File: config.mk
export PLATFORM = sky130hd
export DESIGN_NAME = tank_drive_mixer_slew_limited
export DESIGN_NICKNAME = d
export VERILOG_FILES = /design/src/hw/rtl/tdm_pkg.sv /design/src/hw/rtl/tdm_divider.sv /design/src/hw/rtl/tdm_slew.sv /design/src/hw/rtl/tank_drive_mixer_slew_limited.sv
export SDC_FILE = /design/constraint.sdc
export NUM_CORES = 1
export LEC_CHECK = 0
export BUFFER_PORTS_ARGS = -buffer_cell sky130_fd_sc_hd__buf_2
export CELL_PAD_IN_SITES_DETAIL_PLACEMENT = 1
export CELL_PAD_IN_SITES_GLOBAL_PLACEMENT = 2
export CORE_MARGIN = 5
export CORE_UTILIZATION = 40
export CTS_CLUSTER_DIAMETER = 30
export DETAILED_ROUTE_END_ITERATION = 8
export MAX_ROUTING_LAYER = met4
export PLACE_DENSITY = 0.83
export SLEW_MARGIN = 0
export SYNTH_ARGS = -nofsm -noshare
export SYNTH_HDL_FRONTEND = slang
export SYNTH_SLANG_ARGS = --single-unit
File: constraint.sdc
create_clock -name clk -period 6.3 [get_ports clk]
set_input_delay 0.945 -clock clk [delete_from_list [all_inputs] [get_ports clk]]
set_output_delay 0.945 -clock clk [all_outputs]
set_load 0.005 [all_outputs]
File: src/hw/rtl/tdm_pkg.sv
// Shared types, constants and helper functions for the tank drive mixer.
// No dependencies; every other file in hw/rtl refers to this package by scoped names.

package tdm_pkg;

  // default build values
  localparam int CHANNEL_BITS_DEF = 12;
  localparam int SPEED_SHIFT_DEF  = 6;

  // fixed field widths
  localparam int CFG_IDX_W  = 3;
  localparam int CFG_DATA_W = 16;
  localparam int TIME_W     = 32;
  localparam int SPEED_W    = 8;
  localparam int GAIN_W     = 8;
  localparam int STEP_W     = 7;
  localparam int FAILSAFE_W = 16;
  localparam int GAIN_FRAC  = 4;    // turn gain is unsigned Q4.4
  localparam int SPEED_MAX  = 127;

  // configuration register indexes
  typedef enum logic [CFG_IDX_W-1:0] {
    REG_CENTER    = 3'd0,
    REG_LOW       = 3'd1,
    REG_HIGH      = 3'd2,
    REG_MIN       = 3'd3,
    REG_MAX       = 3'd4,
    REG_TURN_GAIN = 3'd5,
    REG_ACCEL     = 3'd6,
    REG_FAILSAFE  = 3'd7
  } cfg_reg_t;

  // motor direction codes
  typedef enum logic [1:0] {
    DIR_STOP = 2'd0,
    DIR_FWD  = 2'd1,
    DIR_BACK = 2'd2
  } dir_t;

  // sequencer states
  typedef enum logic [2:0] {
    S_IDLE,
    S_DECODE,
    S_MUL,
    S_DIV_START,
    S_DIV_WAIT,
    S_TARGET,
    S_COMMIT
  } state_t;

  // divider status back to the sequencer
  typedef struct packed {
    logic busy;
    logic done;
  } div_stat_t;

  // saturate a magnitude to the speed range and apply the sign
  function automatic logic signed [SPEED_W-1:0] sat_speed(input logic [31:0] mag,
                                                           input logic neg);
    logic [SPEED_W-1:0] v;
    begin
      v = (mag > 32'(SPEED_MAX)) ? SPEED_W'(SPEED_MAX) : {1'b0, mag[SPEED_W-2:0]};
      return neg ? $signed(-v) : $signed(v);
    end
  endfunction

  // direction code of a signed speed
  function automatic dir_t dir_of(input logic signed [SPEED_W-1:0] s);
    begin
      if (s > 0) return DIR_FWD;
      else if (s < 0) return DIR_BACK;
      else return DIR_STOP;
    end
  endfunction

  // seven-bit magnitude of a signed speed
  function automatic logic [SPEED_W-2:0] mag7(input logic signed [SPEED_W-1:0] s);
    logic [SPEED_W-1:0] a;
    begin
      a = s[SPEED_W-1] ? $unsigned(-s) : $unsigned(s);
      return a[SPEED_W-2:0];
    end
  endfunction

endpackage

File: src/hw/rtl/tdm_divider.sv
// Bit-serial restoring divider: one quotient bit per clock.
// Depends on tdm_pkg (div_stat_t).

module tdm_divider #(
  parameter int DVD_W = 2 * tdm_pkg::CHANNEL_BITS_DEF,
  parameter int DVS_W = tdm_pkg::CHANNEL_BITS_DEF
) (
  input  logic                clk,
  input  logic                rst,
  input  logic                start,
  input  logic [DVD_W-1:0]    dividend,
  input  logic [DVS_W-1:0]    divisor,
  output tdm_pkg::div_stat_t  stat,
  output logic [DVD_W-1:0]    quotient
);

  localparam int CNT_W = $clog2(DVD_W + 1);

  logic [DVD_W-1:0] work;   // dividend shifts out, quotient shifts in
  logic [DVS_W-1:0] rem;
  logic [DVS_W-1:0] dvs;
  logic [CNT_W-1:0] cnt;
  logic             busy;
  logic             done;

  logic [DVS_W:0]   trial;
  logic [DVS_W:0]   diff;
  logic             fits;
  logic [DVS_W-1:0] rem_next;

  // one restoring step
  always_comb begin
    trial    = {rem, work[DVD_W-1]};
    diff     = trial - {1'b0, dvs};
    fits     = trial >= {1'b0, dvs};
    rem_next = fits ? diff[DVS_W-1:0] : trial[DVS_W-1:0];
  end

  // control
  always_ff @(posedge clk) begin
    if (rst) begin
      busy <= 1'b0;
      done <= 1'b0;
      cnt  <= '0;
    end else begin
      done <= 1'b0;
      if (start) begin
        busy <= 1'b1;
        cnt  <= CNT_W'(DVD_W);
      end else if (busy) begin
        cnt <= cnt - 1'b1;
        if (cnt == CNT_W'(1)) begin
          busy <= 1'b0;
          done <= 1'b1;
        end
      end
    end
  end

  // datapath
  always_ff @(posedge clk) begin
    if (start) begin
      work <= dividend;
      rem  <= '0;
      dvs  <= divisor;
    end else if (busy) begin
      work <= {work[DVD_W-2:0], fits};
      rem  <= rem_next;
    end
  end

  assign stat.busy = busy;
  assign stat.done = done;
  assign quotient  = work;

  // checks
  a_start_idle: assert property (@(posedge clk) disable iff (rst) start |-> !busy)
    else $error("divider started while busy");
  a_done_pulse: assert property (@(posedge clk) disable iff (rst) done |=> !done)
    else $error("divider done held for more than one cycle");
  a_done_free: assert property (@(posedge clk) disable iff (rst) done |-> !busy)
    else $error("divider done while still busy");
  a_busy_src: assert property (@(posedge clk) disable iff (rst) $rose(busy) |-> $past(start))
    else $error("divider became busy without a start");

endmodule

File: src/hw/rtl/tdm_slew.sv
// Slew limiter for one track: steps the held speed toward its target,
// stopping at zero when the sign would flip. Depends on tdm_pkg (widths).

module tdm_slew (
  input  logic signed [tdm_pkg::SPEED_W-1:0] target,
  input  logic signed [tdm_pkg::SPEED_W-1:0] current,
  input  logic        [tdm_pkg::STEP_W-1:0]  step,
  output logic signed [tdm_pkg::SPEED_W-1:0] updated
);

  localparam int W = tdm_pkg::SPEED_W + 2;

  logic signed [W-1:0] t;
  logic signed [W-1:0] c;
  logic signed [W-1:0] a;
  logic signed [W-1:0] up;
  logic signed [W-1:0] down;
  logic signed [W-1:0] res;

  always_comb begin
    t    = W'(target);
    c    = W'(current);
    a    = $signed({{(W-tdm_pkg::STEP_W){1'b0}}, step});
    up   = c + a;
    down = c - a;
    res  = t;
    if (t > c) begin
      // rising; clamp at zero when coming up from reverse
      if (t > 0 && c < 0) res = (up > 0) ? '0 : up;
      else res = ((t - c) > a) ? up : t;
    end else if (t < c) begin
      // falling; clamp at zero when coming down from forward
      if (t < 0 && c > 0) res = (down < 0) ? '0 : down;
      else res = ((c - t) > a) ? down : t;
    end
    updated = res[tdm_pkg::SPEED_W-1:0];
  end

endmodule

File: src/hw/rtl/tank_drive_mixer_slew_limited.sv
// Top level of the tank drive mixer: configuration registers, sequencer and datapath.
// Depends on tdm_pkg, tdm_divider and tdm_slew.

// Takes one beat at a time: a control packet (command 0) carries throttle and steering and,
// unless its timestamp is zero or repeats the last one, yields one beat of slew-limited left
// and right track speeds; a time tick (command 1) yields a failsafe stop beat only once
// packets are older than failsafe_ms while both tracks run, and nothing otherwise. A packet
// that scales the inner track (throttle in the forward or back band, steering off centre)
// runs its steering ratio through the bit-serial divider, one quotient bit per clock; other
// packets go from decode through multiply and target to commit without it, a stopping tick
// goes from decode straight to commit, and a dropped packet or other tick returns to idle
// after decode. item_stall is low only between items; a finished beat waits in the
// output register while result_stall is high, and the next item can be taken meanwhile,
// though that item's own beat is held until the register frees. Configuration is taken
// when idle.

module tank_drive_mixer_slew_limited #(
  parameter int CHANNEL_BITS = tdm_pkg::CHANNEL_BITS_DEF,
  parameter int SPEED_SHIFT  = tdm_pkg::SPEED_SHIFT_DEF
) (
  input  logic                                   clk,
  input  logic                                   rst,
  // configuration
  input  logic                                   cfg_valid,
  output logic                                   cfg_ready,
  input  logic [tdm_pkg::CFG_IDX_W-1:0]          cfg_index,
  input  logic [tdm_pkg::CFG_DATA_W-1:0]         cfg_data,
  // items
  input  logic                                   item_valid,
  output logic                                   item_stall,
  input  logic                                   command,
  input  logic [tdm_pkg::TIME_W-1:0]             time_ms,
  input  logic [CHANNEL_BITS-1:0]                moving_channel,
  input  logic [CHANNEL_BITS-1:0]                direction_channel,
  // results
  output logic                                   result_valid,
  input  logic                                   result_stall,
  output logic signed [tdm_pkg::SPEED_W-1:0]     left_speed,
  output logic signed [tdm_pkg::SPEED_W-1:0]     right_speed,
  output logic [1:0]                             left_dir,
  output logic [1:0]                             right_dir,
  output logic [tdm_pkg::SPEED_W-2:0]            left_byte,
  output logic [tdm_pkg::SPEED_W-1:0]            right_byte,
  output logic                                   was_failsafe
);

  localparam int CB = CHANNEL_BITS;
  localparam int SW = CB + 2;           // signed working width for channel sums
  localparam int PW = 2 * CB;           // product width
  localparam int CENTER_RST = 1 << (CB - 1);
  localparam int BAND_RST   = 1 << (CB - 5);
  localparam int SPW = tdm_pkg::SPEED_W;

  // configuration registers
  logic [CB-1:0]                     stick_centre;
  logic [CB-1:0]                     dead_lo;
  logic [CB-1:0]                     dead_hi;
  logic [CB-1:0]                     travel_min;
  logic [CB-1:0]                     travel_max;
  logic [tdm_pkg::GAIN_W-1:0]        turn_gain;
  logic [tdm_pkg::STEP_W-1:0]        accel_step;
  logic [tdm_pkg::FAILSAFE_W-1:0]    failsafe_ms;

  // sequencer and held state
  tdm_pkg::state_t                   state;
  tdm_pkg::state_t                   state_next;
  logic [tdm_pkg::TIME_W-1:0]        last_packet_time;

  // captured item
  logic                              cmd;
  logic [tdm_pkg::TIME_W-1:0]        stamp;
  logic [CB-1:0]                     moving;
  logic [CB-1:0]                     steer;

  // decoded operands
  logic                              neg_m;
  logic [CB-1:0]                     abs_m;
  logic                              outer;
  logic                              left_in;
  logic                              right_in;
  logic                              need_div;
  logic [CB-1:0]                     op_a;
  logic [CB-1:0]                     op_b;
  logic [PW-1:0]                     product;
  logic                              fs;
  logic signed [SPW-1:0]             tgt_l;
  logic signed [SPW-1:0]             tgt_r;

  // handshake and control strobes
  logic                              accept;
  logic                              out_free;
  logic                              div_start;
  logic                              commit;

  // decode logic
  logic signed [SW-1:0] mv_s, dr_s, ctr_s, lo_s, hi_s, min_s, max_s;
  logic signed [SW-1:0] m_s, abs_s, span_s, num_raw, num_c, off_s;
  logic                 d_outer, d_fwd, d_left, d_right, d_need_div;
  logic                 pkt_ok, fs_hit;
  logic [tdm_pkg::TIME_W-1:0] age;

  // target logic
  logic signed [SPW-1:0] full_v, scal_v, side_v, piv_v, l_calc, r_calc;
  logic signed [SPW-1:0] slew_l, slew_r;

  // divider
  tdm_pkg::div_stat_t    div_stat;
  logic [PW-1:0]         quotient;

  assign accept   = item_valid && !item_stall;
  assign out_free = !result_valid || !result_stall;

  // configuration writes
  always_ff @(posedge clk) begin
    if (rst) begin
      stick_centre <= CB'(CENTER_RST);
      dead_lo      <= CB'(CENTER_RST - BAND_RST);
      dead_hi      <= CB'(CENTER_RST + BAND_RST);
      travel_min   <= '0;
      travel_max   <= '1;
      turn_gain    <= tdm_pkg::GAIN_W'(16);
      accel_step   <= tdm_pkg::STEP_W'(4);
      failsafe_ms  <= tdm_pkg::FAILSAFE_W'(500);
    end else if (cfg_valid && cfg_ready) begin
      case (tdm_pkg::cfg_reg_t'(cfg_index))
        tdm_pkg::REG_CENTER:    stick_centre <= cfg_data[CB-1:0];
        tdm_pkg::REG_LOW:       dead_lo      <= cfg_data[CB-1:0];
        tdm_pkg::REG_HIGH:      dead_hi      <= cfg_data[CB-1:0];
        tdm_pkg::REG_MIN:       travel_min   <= cfg_data[CB-1:0];
        tdm_pkg::REG_MAX:       travel_max   <= cfg_data[CB-1:0];
        tdm_pkg::REG_TURN_GAIN: turn_gain    <= cfg_data[tdm_pkg::GAIN_W-1:0];
        tdm_pkg::REG_ACCEL:     accel_step   <= cfg_data[tdm_pkg::STEP_W-1:0];
        tdm_pkg::REG_FAILSAFE:  failsafe_ms  <= cfg_data[tdm_pkg::FAILSAFE_W-1:0];
        default: ;
      endcase
    end
  end

  // band decode of the captured item
  always_comb begin
    mv_s  = $signed({2'b00, moving});
    dr_s  = $signed({2'b00, steer});
    ctr_s = $signed({2'b00, stick_centre});
    lo_s  = $signed({2'b00, dead_lo});
    hi_s  = $signed({2'b00, dead_hi});
    min_s = $signed({2'b00, travel_min});
    max_s = $signed({2'b00, travel_max});

    d_fwd   = mv_s >= hi_s;
    d_outer = d_fwd || (mv_s <= lo_s);
    m_s     = d_fwd ? (mv_s - ctr_s) : (mv_s - lo_s);
    abs_s   = (m_s < 0) ? -m_s : m_s;
    d_left  = dr_s < lo_s;
    d_right = dr_s > hi_s;
    span_s  = lo_s - min_s;

    // steering numerator, clamped into the span
    num_raw = d_left ? (dr_s - min_s) : (max_s - dr_s);
    if (num_raw < 0) num_c = '0;
    else if (num_raw > span_s) num_c = span_s;
    else num_c = num_raw;

    off_s      = d_left ? (lo_s - dr_s) : (dr_s - hi_s);
    d_need_div = d_outer && (d_left || d_right) && (span_s > 0);

    age    = stamp - last_packet_time;
    pkt_ok = !cmd && (stamp != '0) && (stamp != last_packet_time);
    fs_hit = cmd && (last_packet_time != '0) && (left_speed != 0) && (right_speed != 0)
             && (age > tdm_pkg::TIME_W'(failsafe_ms));
  end

  // target speeds from product / quotient
  always_comb begin
    full_v = tdm_pkg::sat_speed(32'(abs_m >> SPEED_SHIFT), neg_m);
    scal_v = tdm_pkg::sat_speed(32'(quotient >> SPEED_SHIFT), neg_m);
    side_v = need_div ? scal_v : full_v;
    piv_v  = tdm_pkg::sat_speed(32'(product >> (tdm_pkg::GAIN_FRAC + SPEED_SHIFT)), 1'b0);
    if (outer) begin
      l_calc = left_in ? side_v : full_v;
      r_calc = (!left_in && right_in) ? side_v : full_v;
    end else if (left_in) begin
      l_calc = -piv_v;
      r_calc = piv_v;
    end else if (right_in) begin
      l_calc = piv_v;
      r_calc = -piv_v;
    end else begin
      l_calc = '0;
      r_calc = '0;
    end
  end

  // shared divider for the inner track ratio
  tdm_divider #(
    .DVD_W (PW),
    .DVS_W (CB)
  ) u_div (
    .clk      (clk),
    .rst      (rst),
    .start    (div_start),
    .dividend (product),
    .divisor  (dead_lo - travel_min),
    .stat     (div_stat),
    .quotient (quotient)
  );

  // slew limit per track
  tdm_slew u_slew_l (
    .target  (tgt_l),
    .current (left_speed),
    .step    (accel_step),
    .updated (slew_l)
  );

  tdm_slew u_slew_r (
    .target  (tgt_r),
    .current (right_speed),
    .step    (accel_step),
    .updated (slew_r)
  );

  // sequencer: next state
  always_comb begin
    state_next = state;
    case (state)
      tdm_pkg::S_IDLE:      if (item_valid) state_next = tdm_pkg::S_DECODE;
      tdm_pkg::S_DECODE: begin
        if (pkt_ok) state_next = tdm_pkg::S_MUL;
        else if (fs_hit) state_next = tdm_pkg::S_COMMIT;
        else state_next = tdm_pkg::S_IDLE;
      end
      tdm_pkg::S_MUL:       state_next = need_div ? tdm_pkg::S_DIV_START : tdm_pkg::S_TARGET;
      tdm_pkg::S_DIV_START: state_next = tdm_pkg::S_DIV_WAIT;
      tdm_pkg::S_DIV_WAIT:  if (div_stat.done) state_next = tdm_pkg::S_TARGET;
      tdm_pkg::S_TARGET:    state_next = tdm_pkg::S_COMMIT;
      tdm_pkg::S_COMMIT:    if (out_free) state_next = tdm_pkg::S_IDLE;
      default:              state_next = tdm_pkg::S_IDLE;
    endcase
  end

  // sequencer: outputs
  always_comb begin
    item_stall = 1'b1;
    cfg_ready  = 1'b0;
    div_start  = 1'b0;
    commit     = 1'b0;
    case (state)
      tdm_pkg::S_IDLE: begin
        item_stall = 1'b0;
        cfg_ready  = 1'b1;
      end
      tdm_pkg::S_DIV_START: div_start = 1'b1;
      tdm_pkg::S_COMMIT:    commit = out_free;
      default: ;
    endcase
  end

  // control state and result register
  always_ff @(posedge clk) begin
    if (rst) begin
      state            <= tdm_pkg::S_IDLE;
      result_valid     <= 1'b0;
      left_speed       <= '0;
      right_speed      <= '0;
      was_failsafe     <= 1'b0;
      last_packet_time <= '0;
    end else begin
      state <= state_next;
      if (commit) begin
        result_valid <= 1'b1;
        left_speed   <= fs ? '0 : slew_l;
        right_speed  <= fs ? '0 : slew_r;
        was_failsafe <= fs;
        if (!fs) last_packet_time <= stamp;
      end else if (result_valid && !result_stall) begin
        result_valid <= 1'b0;
      end
    end
  end

  // datapath registers
  always_ff @(posedge clk) begin
    if (accept) begin
      cmd    <= command;
      stamp  <= time_ms;
      moving <= moving_channel;
      steer  <= direction_channel;
    end
    case (state)
      tdm_pkg::S_DECODE: begin
        neg_m    <= m_s < 0;
        abs_m    <= abs_s[CB-1:0];
        outer    <= d_outer;
        left_in  <= d_left;
        right_in <= d_right;
        need_div <= d_need_div;
        op_a     <= d_outer ? abs_s[CB-1:0] : off_s[CB-1:0];
        op_b     <= d_outer ? num_c[CB-1:0] : CB'(turn_gain);
        fs       <= cmd;
        tgt_l    <= '0;
        tgt_r    <= '0;
      end
      tdm_pkg::S_MUL:    product <= op_a * op_b;
      tdm_pkg::S_TARGET: begin
        tgt_l <= l_calc;
        tgt_r <= r_calc;
      end
      default: ;
    endcase
  end

  // result fields derived from the held speeds
  assign left_dir   = tdm_pkg::dir_of(left_speed);
  assign right_dir  = tdm_pkg::dir_of(right_speed);
  assign left_byte  = tdm_pkg::mag7(left_speed);
  assign right_byte = {1'b1, tdm_pkg::mag7(right_speed)};

  // checks
  a_fs_zero: assert property (@(posedge clk) disable iff (rst)
      result_valid && was_failsafe |-> left_speed == 0 && right_speed == 0)
    else $error("failsafe beat with a running track");
  a_no_min: assert property (@(posedge clk) disable iff (rst)
      result_valid |-> left_speed[SPW-1:0] != 8'h80 && right_speed[SPW-1:0] != 8'h80)
    else $error("track speed out of range");
  a_div_idle: assert property (@(posedge clk) disable iff (rst)
      state == tdm_pkg::S_TARGET |-> !div_stat.busy)
    else $error("target taken while divider still running");
  a_commit: assert property (@(posedge clk) disable iff (rst)
      commit |=> result_valid && state == tdm_pkg::S_IDLE)
    else $error("committed beat not presented");

endmodule

* Word level (Yosys, flattened, before mapping)
Cells that the tools add are included.
Widths: inputs -> output; s select.
** Word-level totals
- Bits in registers :: 338
- Bits in latches :: 0
- Memory bits (writable) :: 0
- ROM bits :: 0
- Bits of input ports :: 81
- Output and inout port bits :: 39
- Logic and storage cells :: 233
- Memories kept :: 0
** Cells by class
- Add/subtract/negate cells :: 25
- Multipliers :: 1
- Div/mod/pow operators :: 0
- Order comparisons :: 33
- Equality and inequality tests :: 18
- Shift operators :: 0
- Multiplexer cells :: 70
- Bitwise operators :: 3
- Reduce and logical (&&, ||, !) cells :: 45
** Operators with widths (number)
- $mux 8 :: 30
- $reduce_bool 32->1 :: 4
- $sub 12x12->13 :: 5
- $mux 12 :: 5
- $sub 8x8->9 :: 6
- $mux 24 :: 2
- $sub 12x12->12 :: 4
- $mux 7 :: 6
- $gt 10x8->1 :: 4
- $gt 32x16->1 :: 1
- $gt 8x1->1 const B :: 4
- $lt 8x1->1 const B :: 4
- $ne 32x32->1 :: 1
- $pmux 8 s2 :: 2
- $sub 32x32->32 :: 1
- $lt 14x1->1 const B :: 2
- $mux 14 :: 2
- $mul 12x12->24 :: 1
- $neg 7->8 :: 3
- $eq 3x3->1 const B :: 7
- $pmux 3 s7 :: 1
- $add 8x8->9 :: 2
- $gt 18x7->1 const B :: 1
- $gt 9x1->1 const B :: 2
- other kinds (34) :: 95

* Logic depth before layout (Yosys ltp)
Gate-level depths: netlist (run 1).
- Word-level depth :: 8
- Depth in mapped cells :: 24
- Mapped depth without buffers :: 22

* Modules after synthesis
From an unflattened synthesis (run 1), not the netlist that was laid out.
** Unflattened totals
- Cells, all modules :: 3503
- Area total of the unflattened synthesis :: 30249.0 µm²
** By module, submodules not included
- tank_drive_mixer_slew_limited :: instances 1, cells an instance 2655, area each 23054.6 µm², sequential area each 6876.6 µm²
- tdm_slew :: instances 2, cells an instance 294, area each 2137.0 µm², sequential area each 0.0 µm²
- tdm_divider :: instances 1, cells an instance 260, area each 2920.3 µm², sequential area each 1461.4 µm²

* Worst setup path before layout (run 1)
Ideal clock, no wire load.
- Path type :: register -> register
- From :: register op_b[5]
- To :: register product[23] (data pin)
- Library setup time :: 0.260 ns
- Arrival time :: 5.472 ns
- Required time :: 6.040 ns
- Slack :: 0.568 ns
- Cell stages (with the launch flop) :: 23
- Path buffers :: 1
- Period minus slack after synthesis :: 5.732 ns
- Cell sequence :: edfxtp_1 clkbuf_1 nand2_1 fa_1 inv_1 fa_1 inv_1 fa_1 inv_1 fa_1 inv_1 fa_1 inv_1 ha_1 o21a_1 a21oi_1 o21ai_1 o41ai_2 o21ai_1 or4_1 a31o_2 a21oi_1 xnor2_1
** On the way
- Word-level cells in the longest chain between the ends :: 1
** RTL lines
- start: declaration :: RTL line tank_drive_mixer_slew_limited.sv:83 : logic [CB-1:0] op_b;
- start signal: assignment :: RTL line tank_drive_mixer_slew_limited.sv:298 : op_b <= d_outer ? num_c[CB-1:0] : CB'(turn_gain);
- $mul 12x12->24 :: RTL line tank_drive_mixer_slew_limited.sv:303 : tdm_pkg::S_MUL: product <= op_a * op_b;
- end signal: assignment :: RTL line tank_drive_mixer_slew_limited.sv:303
- end: declaration :: RTL line tank_drive_mixer_slew_limited.sv:84 : logic [PW-1:0] product;
Every way passes these cells.
A chain may end at the register's enable or synchronous reset.

* Worst setup path in the final report (run 1)
- From :: register op_a[3]
- To :: register product[23] (data pin)
** On the way
- Word-level cells in the longest chain between the ends :: 1
** RTL lines
- start: declaration :: RTL line tank_drive_mixer_slew_limited.sv:82 : logic [CB-1:0] op_a;
- start signal: assignment :: RTL line tank_drive_mixer_slew_limited.sv:297 : op_a <= d_outer ? abs_s[CB-1:0] : off_s[CB-1:0];
- $mul 12x12->24 :: RTL line tank_drive_mixer_slew_limited.sv:303
Every way passes these cells.

==> flow_summary.json, run 1 <==
{
  "ys_top_cells_by_count": "489 x nand2_1, 399 x inv_1, 326 x ha_1",
  "synth.ff_latch_count": 332,
  "nNetsFinal": 4141,
  "grt_most_used_layer": "met2",
  "ys_types": 95,
  "grt_pass1_vias": 26400,
  "fin_cells": 4664,
  "hold_path.class": "reg2reg",
  "drc_errors": 0,
  "fin_worst_skew_ps": 24.8,
  "r2r_cells": 21,
  "r2r_slack_ps": 370,
  "min_to": "travel_min[6]",
  "ys.flop_type": "edfxtp_1",
  "root_buffer": "clkbuf_16",
  "worst_pin_slew_ps": 1170,
  "dp_hpwl_um": 71900,
  "seq_area_frac_synth_pct": 28.1,
  "core_mm2": 0.0741,
  "synth_nets": 4023,
  "synth_warnings": 0,
  "min_period_ps": 5930,
  "ioPinCount": 120,
  "synth-edff-count": 169,
  "grt_pass1_wl_um": 147000,
  "slew_headroom_pct": 21.8,
  "synth.most_common_cell": "nand2_1",
  "r2r_start": "op_a[3]",
  "hold_viol": 0,
  "cts_tree": "yes",
  "antenna_cells": 0,
  "cts_max_level": 3,
  "dr.pass1.iters": 5,
  "clock_latency_ps": 620,
  "layout_setup_ws_ps": 367,
  "drv_slew": 0,
  "fin_crit_sh_pct": 94.2,
  "seq_area_mm2": 0.00834,
  "cp-start-kind": "register",
  "holdCritStartpoint": "travel_min[6]",
  "synth_area_leaders": "edfxtp_1 17%, ha_1 14%, dfxtp_1 11%, fa_1 7.9%, nand2_1 6.2%",
  "cp-end-kind": "register",
  "numCtsBuffers": 91,
  "antenna_found_initial": 2,
  "status": "complete, no violations",
  "dpl_cell_area_mm2": 0.0311,
  "drt_iter0_drc": 1322,
  "wl_per_cell_um": 20.0,
  "met1_usage_pct": 32.0,
  "irDropWorstVdd_uv": 402,
  "grt_start_max_net_pins": 67,
  "fp.dieH_um": 282,
  "fillers": 8818,
  "multi_input_area_mm2": 0.0193,
  "cp.arrival_ps": 6280,
  "synth_top_cell_by_area": "edfxtp_1",
  "cts_hold_buf": 0,
  "die_x_um": 282,
  "synth_cells": 3499,
  "min_path_cells": 2,
  "drive_gt1_share_pct": 10.3,
  "num_vias": 25400,
  "clockBufferDepth": 3,
  "track_usage_pct": 23.8,
  "via_per_inst": 5.44,
  "yosysTopAreaCellShare_pct": 17.1,
  "cp_max_fo": 8,
  "synthesis.area_mm2": 0.0297,
  "io_buffers": 118,
  "final_antenna_net_count": 0,
  "async_flop_share_pct": 0,
  "cap_violations": 0,
  "dp.cells": 4468,
  "routed_wl_um": 93300,
  "worstSetupPathType": "reg2reg",
  "syn_to_final_growth_pct": 16.2,
  "clock.fmax_mhz": 169,
  "final_core_util_pct": 46.6,
  "cts_sinks": 332,
  "avgSynthCellArea_um2": 8.49,
  "grtUsageMet2_pct": 37.8,
  "clk_pin_slew_ps": 40,
  "fin_area_mm2": 0.0345,
  "worstPathRequired_ps": 6640,
  "gp_congestion": 0.870,
  "leakagePower_nw": 14.8,
  "grt-ovfl-total": 0,
  "met3_usage_pct": 3.49,
  "start_util_pct": 40.1,
  "r2r_end": "product[23]",
  "row_count": 100,
  "cellPowerDensity_mw_per_mm2": 390,
  "dp_slack_ps": 192,
  "setup-violations-final": 0,
  "dieArea_mm2": 0.0798
}
==> metal layers <==
metal	wire length (um)	share of wire (%)
met2	42800	46
met5	0	0
met3	3840	4.1
met4	2320	2.5
met1	44400	48
==> logic make-up after synthesis <==
family	after synthesis	synth area share, %
flip-flops	332	28.1
AND/OR/NAND/NOR	1159	18.0
AO/OA/AOI/OAI	751	16.6
other	1	0.0126
adder cells (fa/ha/maj)	443	21.6
buffers and inverters	545	7.28
XOR/XNOR	176	5.19
multiplexers	92	3.18
==> worst max-delay path by stage <==
stage / from / slack (ps) / depth (start not counted) / end
after global routing: op_a[3] / -10 / 21 / product[23]
after CTS: op_b[5] / 140 / 21 / product[23]
after floorplan: op_b[5] / 570 / 22 / product[23]
after detailed placement: op_b[5] / 190 / 21 / product[23]
after global placement: op_b[5] / 250 / 21 / product[23]
final: op_a[3] / 370 / 21 / product[23]
==> cell type report <==
cell class	instances	share of cell area (%)
tap	969	3.51
inverter	401	4.36
multi-input combinational	2622	55.8
timing repair buffer	169	2.83
clock inverter	53	1.94
clock buffer	118	7.38
sequential	332	24.2
==> critical path, stage by stage, from the launching register on <==
cell and delay, ps:
edfxtp_1 510, buf_4 200, and2_1 160, fa_1 530
inv_1 60, fa_1 480, inv_1 60, fa_1 420
inv_1 90, fa_1 440, fa_1 540, inv_1 40
ha_1 360, and2_1 160, o21ai_0 130, o21ai_1 140
o41ai_2 280, o21ai_1 130, or4_1 430, a31o_2 240
a21oi_1 170, xnor2_1 80
==> registers in the layout, indices dropped and copies added (netlist names), 12 cells and up <==
signal            flops
travel_min           12
stamp                32
product              24
op_b                 12
travel_max           12
dead_hi              12
u_div.rem            12
moving               12
last_packet_time     32
u_div.quotient       24
op_a                 12
stick_centre         12
dead_lo              12
failsafe_ms          16
steer                12
u_div.dvs            12
==> timing repair <==
| action | CTS | global route |
|---|---|---|
| gates resized for setup | 0 | 2 |
| endpoints found under the setup margin | 0 | 2 |
| setup buffers | 0 | 25 |
==> power breakdown <==
group,internal [W],switching [W],total (W)
clock network,0.00339,0.00143,0.00482
logic,0.00244,0.00330,0.00575
registers,0.00269,0.000199,0.00289
==> cell usage in the layout, fill, tap and decap left out, drive strengths merged, types with 37 or more instances in the layout <==
cell type and n:
a21o 59, a21oi 246, and2 49, buf 169, clkbuf 118, dfxtp 163
edfxtp 169, fa 117, ha 326, inv 403, mux2i 73, nand2 489
nand2b 37, nand3 55, nand4 42, nor2 248, nor3 68, o21ai 138
xnor2 116, xor2 60
==> stage by stage <==
step / hold WS (ps) / power, W / setup TNS [ps]
2_1_floorplan: 436 / 0.00718 / 0
3_3_place_gp: 443 / 0.00853 / 0
3_5_place_dp: 448 / 0.00866 / 0
4_1_cts: 454 / 0.0136 / 0
5_1_grt: 476 / 0.0146 / -9.90
6_report: 452 / 0.0135 / 0
(Power assumes the default switching activity.)
==> run 2, diff against run 1 <==
--- a/config.mk
+++ b/config.mk
@@ -13,7 +13,7 @@
 export CTS_CLUSTER_DIAMETER = 30
 export DETAILED_ROUTE_END_ITERATION = 8
 export MAX_ROUTING_LAYER = met4
-export PLACE_DENSITY = 0.83
+export PLACE_DENSITY = 0.86
 export SLEW_MARGIN = 0
 export SYNTH_ARGS = -nofsm -noshare
 export SYNTH_HDL_FRONTEND = slang
==> run 2 against run 1 <==
Compared with the run above:
- register-to-register slack lost 60 ps
- die area is the same
- fmax is 1.1% lower
- largest cell class unchanged
- largest power group unchanged
- highest routed layer unchanged
- hold slack improved by 2.5 ps
==> flow_summary.json, run 2 (same netlist as run 1, synthesis figures left out) <==
{
  "fillers": 8763,
  "worst_pin_slew_ps": 1230,
  "met1_usage_pct": 31.3,
  "drv_slew": 0,
  "fin_cells": 4652,
  "routed_wl_um": 93100,
  "drt_iter0_drc": 1368,
  "worstSetupPathType": "reg2reg",
  "setup-violations-final": 0,
  "ioPinCount": 120,
  "grt_pass1_wl_um": 146000,
  "grtUsageMet2_pct": 38.4,
  "grt_most_used_layer": "met2",
  "cts_hold_buf": 0,
  "syn_to_final_growth_pct": 15.5,
  "num_vias": 25400,
  "irDropWorstVdd_uv": 413,
  "cts_sinks": 332,
  "final_common_cell": "nand2_1",
  "swShare_pct": 37.8,
  "pwr-share-seq_pct": 21.8,
  "cp-end-kind": "register",
  "clock_latency_ps": 640,
  "hold_viol": 0,
  "dieArea_mm2": 0.0798,
  "cts_max_level": 3,
  "dp_slack_ps": 199,
  "leakagePower_nw": 14.8,
  "drc_errors": 0,
  "start_util_pct": 40.1,
  "fin_crit_sh_pct": 95.2,
  "cellPowerDensity_mw_per_mm2": 387,
  "antenna_cells": 0,
  "dp_hpwl_um": 71200,
  "cap_violations": 0,
  "dr.pass1.iters": 7,
  "dp.cells": 4467,
  "grt_pass1_vias": 26300,
  "worstPathRequired_ps": 6650,
  "numCtsBuffers": 85,
  "clockBufferDepth": 3,
  "root_buffer": "clkbuf_16",
  "drive_gt1_share_pct": 10.2,
  "grt_start_max_net_pins": 66,
  "grt-ovfl-total": 0,
  "layout_setup_ws_ps": 302,
  "status": "complete, no violations",
  "antenna_found_initial": 1,
  "p_int_w": 0.00825,
  "cp-start-kind": "register",
  "p_switching_w": 0.00501,
  "nNetsFinal": 4134,
  "cp.arrival_ps": 6350,
  "gp_congestion": 0.897,
  "tns_ps": 0,
  "most-common-layout-cells": "489 x nand2_1, 399 x inv_1, 326 x ha_1",
  "dpl_cell_area_mm2": 0.0311,
  "wl_per_cell_um": 20.0,
  "fp.dieH_um": 282,
  "reg_top3": "last_packet_time: 32 flops, stamp: 32 flops",
  "io_buffers": 118,
  "die_x_um": 282,
  "pwr-share-comb_pct": 43.7,
  "clk_pin_slew_ps": 50,
  "fin_worst_skew_ps": 31.8,
  "clock.fmax_mhz": 167,
  "pwr-share-clk_pct": 34.5,
  "cp_max_fo": 7,
  "met3_usage_pct": 3.45,
  "fin_area_mm2": 0.0343,
  "slew_headroom_pct": 17.1,
  "rsz0062_at_grt": "false",
  "via_per_inst": 5.46,
  "track_usage_pct": 23.6,
  "min_period_ps": 6000,
  "hold_path.class": "reg2reg",
  "core_mm2": 0.0741,
  "final_antenna_net_count": 0,
  "cts_tree": "yes",
  "row_count": 100
}
## run 2: final cells by class
cell class                      instances  area [um^2]  share of cell area, %
Multi-Input combinational cell       2622        19200                   56.1
Sequential cell                       332         8340                   24.3
Clock buffer                           99         2240                   6.54
Inverter                              401         1510                   4.39
Tap cell                              969         1210                   3.54
Timing Repair Buffer                  168          966                   2.82
Clock inverter                         61          786                   2.29
## run 2: power by group through the flow
stage               Combinational [W]  Clock, W  Sequential, W
floorplan                     0.00436         0        0.00281
global placement              0.00554         0        0.00293
detailed placement            0.00572         0        0.00294
CTS                           0.00579   0.00465        0.00290
global route                  0.00654   0.00479        0.00291
finish                        0.00579   0.00458        0.00289
## run 2: repair_timing
action / 4_1_cts / 5_1_grt
setup endpoints to repair: 0 / 2
setup buffers: 0 / 25
resized for setup: 0 / 2
## run 2: worst max-delay path: stages (launching register included)
cell	delay (ps)
edfxtp_1	520
and2_1	240
fa_1	550
inv_1	50
fa_1	470
inv_1	60
fa_1	500
fa_1	550
inv_1	60
fa_1	530
inv_1	40
ha_1	230
or3_1	390
o22ai_1	150
a31oi_1	110
a2111o_1	440
a21oi_1	180
o21ai_1	110
o21ai_1	150
nand2b_1	90
a21oi_1	210
xnor2_1	100
## run 2: routing by layer
layer	part of all wire, %	wire, um
met3	4.3	3990
met5	0	0
met4	1.9	1750
met1	47	43700
met2	47	43600
## run 2: final timing paths
| check | start | end | slack (ps) | depth (start not counted) |
|---|---|---|---|---|
| max | op_a[3] | product[22] | 300 | 21 |
| max reg2reg | op_a[3] | product[22] | 300 | 21 |
| min | stick_centre[5] | stick_centre[5] | 450 | 2 |
| min reg2reg | stick_centre[5] | stick_centre[5] | 450 | 2 |
## run 2: metrics by stage
step / hold slack [ps] / util, % / power, W
floorplan: 436 / - / 0.00718
global placement: 443 / 41.9 / 0.00847
detailed placement: 449 / 41.9 / 0.00865
CTS: 443 / 46.0 / 0.0133
global route: 446 / 46.3 / 0.0142
finish: 454 / 46.3 / 0.0133
==> run 3, diff against run 2 <==
--- a/config.mk
+++ b/config.mk
@@ -13,7 +13,7 @@
 export CTS_CLUSTER_DIAMETER = 30
 export DETAILED_ROUTE_END_ITERATION = 8
 export MAX_ROUTING_LAYER = met4
-export PLACE_DENSITY = 0.86
+export PLACE_DENSITY = 0.84
 export SLEW_MARGIN = 0
 export SYNTH_ARGS = -nofsm -noshare
 export SYNTH_HDL_FRONTEND = slang
==> run 3 against run 2 <==
Compared with the run above:
- wire length rose by 0.37%
- power decreased by 0.19%
- fmax down 2.1%
- critical path depth did not move
- combinational power is essentially flat
- register-to-register slack lost 130 ps
- via count fell by 0.14%
- first-iteration DRC count shrank 18%
- cell area hardly changed
- critical path type unchanged
- highest routed layer unchanged
==> flow_summary.json, run 3 (same netlist as run 1, synthesis figures left out) <==
{
  "status": "complete, no violations",
  "grt-ovfl-total": 0,
  "gp_congestion": 0.876,
  "clock_latency_ps": 650,
  "cp-start-kind": "register",
  "die_x_um": 282,
  "cp-end-kind": "register",
  "fillers": 8755,
  "fin_crit_sh_pct": 97.3,
  "cts_tree": "yes",
  "leakagePower_nw": 14.7,
  "num_vias": 25400,
  "clock.fmax_mhz": 163,
  "dp_hpwl_um": 71800,
  "worst_pin_slew_ps": 1180,
  "antenna_found_initial": 0,
  "nNetsFinal": 4134,
  "top_layer": "met4",
  "final_common_cell": "nand2_1",
  "tns_ps": 0,
  "fin_cells": 4655,
  "reg_top3": "last_packet_time: 32 flops, stamp: 32 flops",
  "dr.pass1.iters": 5,
  "clockBufferDepth": 3,
  "fin_worst_skew_ps": 34.1,
  "final_antenna_net_count": 0,
  "wl_met2_um": 42900,
  "fp.dieH_um": 282,
  "wl_met3_um": 3360,
  "slew_headroom_pct": 21.2,
  "drc_errors": 0,
  "layout_setup_ws_ps": 173,
  "numCtsBuffers": 90,
  "clk_pin_slew_ps": 40,
  "row_count": 100,
  "syn_to_final_growth_pct": 15.5,
  "dp_slack_ps": 124,
  "cp.arrival_ps": 6490,
  "via_per_inst": 5.45,
  "io_buffers": 118,
  "cellPowerDensity_mw_per_mm2": 386,
  "dieArea_mm2": 0.0798,
  "setup-violations-final": 0,
  "dp.cells": 4467,
  "dpl_cell_area_mm2": 0.0311,
  "drt_iter0_drc": 1128,
  "cts_sinks": 332,
  "fin_area_mm2": 0.0343,
  "cap_violations": 0,
  "worstPathRequired_ps": 6660,
  "worstSetupPathType": "reg2reg",
  "root_buffer": "clkbuf_16",
  "track_usage_pct": 23.8,
  "drive_gt1_share_pct": 10.2,
  "irDropWorstVdd_uv": 432,
  "hold_path.class": "reg2reg",
  "cp_max_fo": 6,
  "most-common-layout-cells": "489 x nand2_1, 399 x inv_1, 326 x ha_1",
  "cts_resized": 0,
  "antenna_cells": 0,
  "ioPinCount": 120,
  "grt_pass1_vias": 26300,
  "cts_max_level": 3,
  "drv_slew": 0,
  "routed_wl_um": 93400,
  "hold_viol": 0,
  "wl_per_cell_um": 20.1,
  "core_mm2": 0.0741,
  "start_util_pct": 40.1,
  "grt_pass1_wl_um": 147000,
  "route.layer.met1.wl_um": 44700,
  "min_period_ps": 6130,
  "grt_start_max_net_pins": 62
}
==> run 3: layout make-up <==
type / count / area [um^2] / area share, %
Clock inverter: 52 / 561 / 1.63
Clock buffer: 116 / 2510 / 7.33
Inverter: 401 / 1510 / 4.39
Timing Repair Buffer: 163 / 928 / 2.71
Sequential cell: 332 / 8340 / 24.3
Tap cell: 969 / 1210 / 3.53
Multi-Input combinational cell: 2622 / 19200 / 56.1
==> run 3: final timing paths <==
| check | from | to | slack, ps | cells past startpoint |
|---|---|---|---|---|
| setup reg to reg | op_a[3] | product[23] | 170 | 21 |
| hold / removal | stick_centre[5] | stick_centre[5] | 450 | 2 |
| setup / recovery | op_a[3] | product[23] | 170 | 21 |
| hold reg to reg | stick_centre[5] | stick_centre[5] | 450 | 2 |
==> run 3: stage by stage <==
stage | utilization (%) | power [W] | hold WS, ps
floorplan | - | 0.00718 | 436
global placement | 42.0 | 0.00853 | 443
detailed placement | 42.0 | 0.00867 | 451
CTS | 46.1 | 0.0134 | 424
global route | 46.3 | 0.0142 | 436
finish | 46.3 | 0.0132 | 454
==> run 3: timing repair <==
item | 4_1_cts | 5_1_grt
hold buffers | 0 | 0
buffers inserted | 0 | 20
endpoints found under the setup margin | 0 | 2
==> run 3: power by group <==
part,switching (W),internal (W),total (W)
Clock,0.00151,0.00303,0.00453
Sequential,0.000197,0.00269,0.00289
Combinational,0.00337,0.00243,0.00580
Total,0.00507,0.00815,0.0132
==> run 3: critical path, stage by stage, from the launching register on <==
cell	delay, ps
edfxtp_1	490
clkbuf_2	240
nand2_1	90
fa_1	420
fa_1	490
inv_1	40
ha_1	320
fa_1	550
inv_1	60
fa_1	530
inv_1	40
ha_1	330
o21a_1	230
o21a_1	170
a21oi_1	270
o21ai_1	180
o41ai_2	310
o21ai_1	140
or4_1	420
a31o_2	240
a21oi_1	180
xnor2_1	80
==> run 3: per-layer routing <==
| metal | up-vias | global-route usage, % |
|---|---|---|
| li1 | 12400 | - |
| met1 | 12400 | 32.3 |
| met2 | 445 | 37.5 |
| met3 | 149 | 3.00 |
| met4 | 0 | 6.81 |
| met5 | - | - |
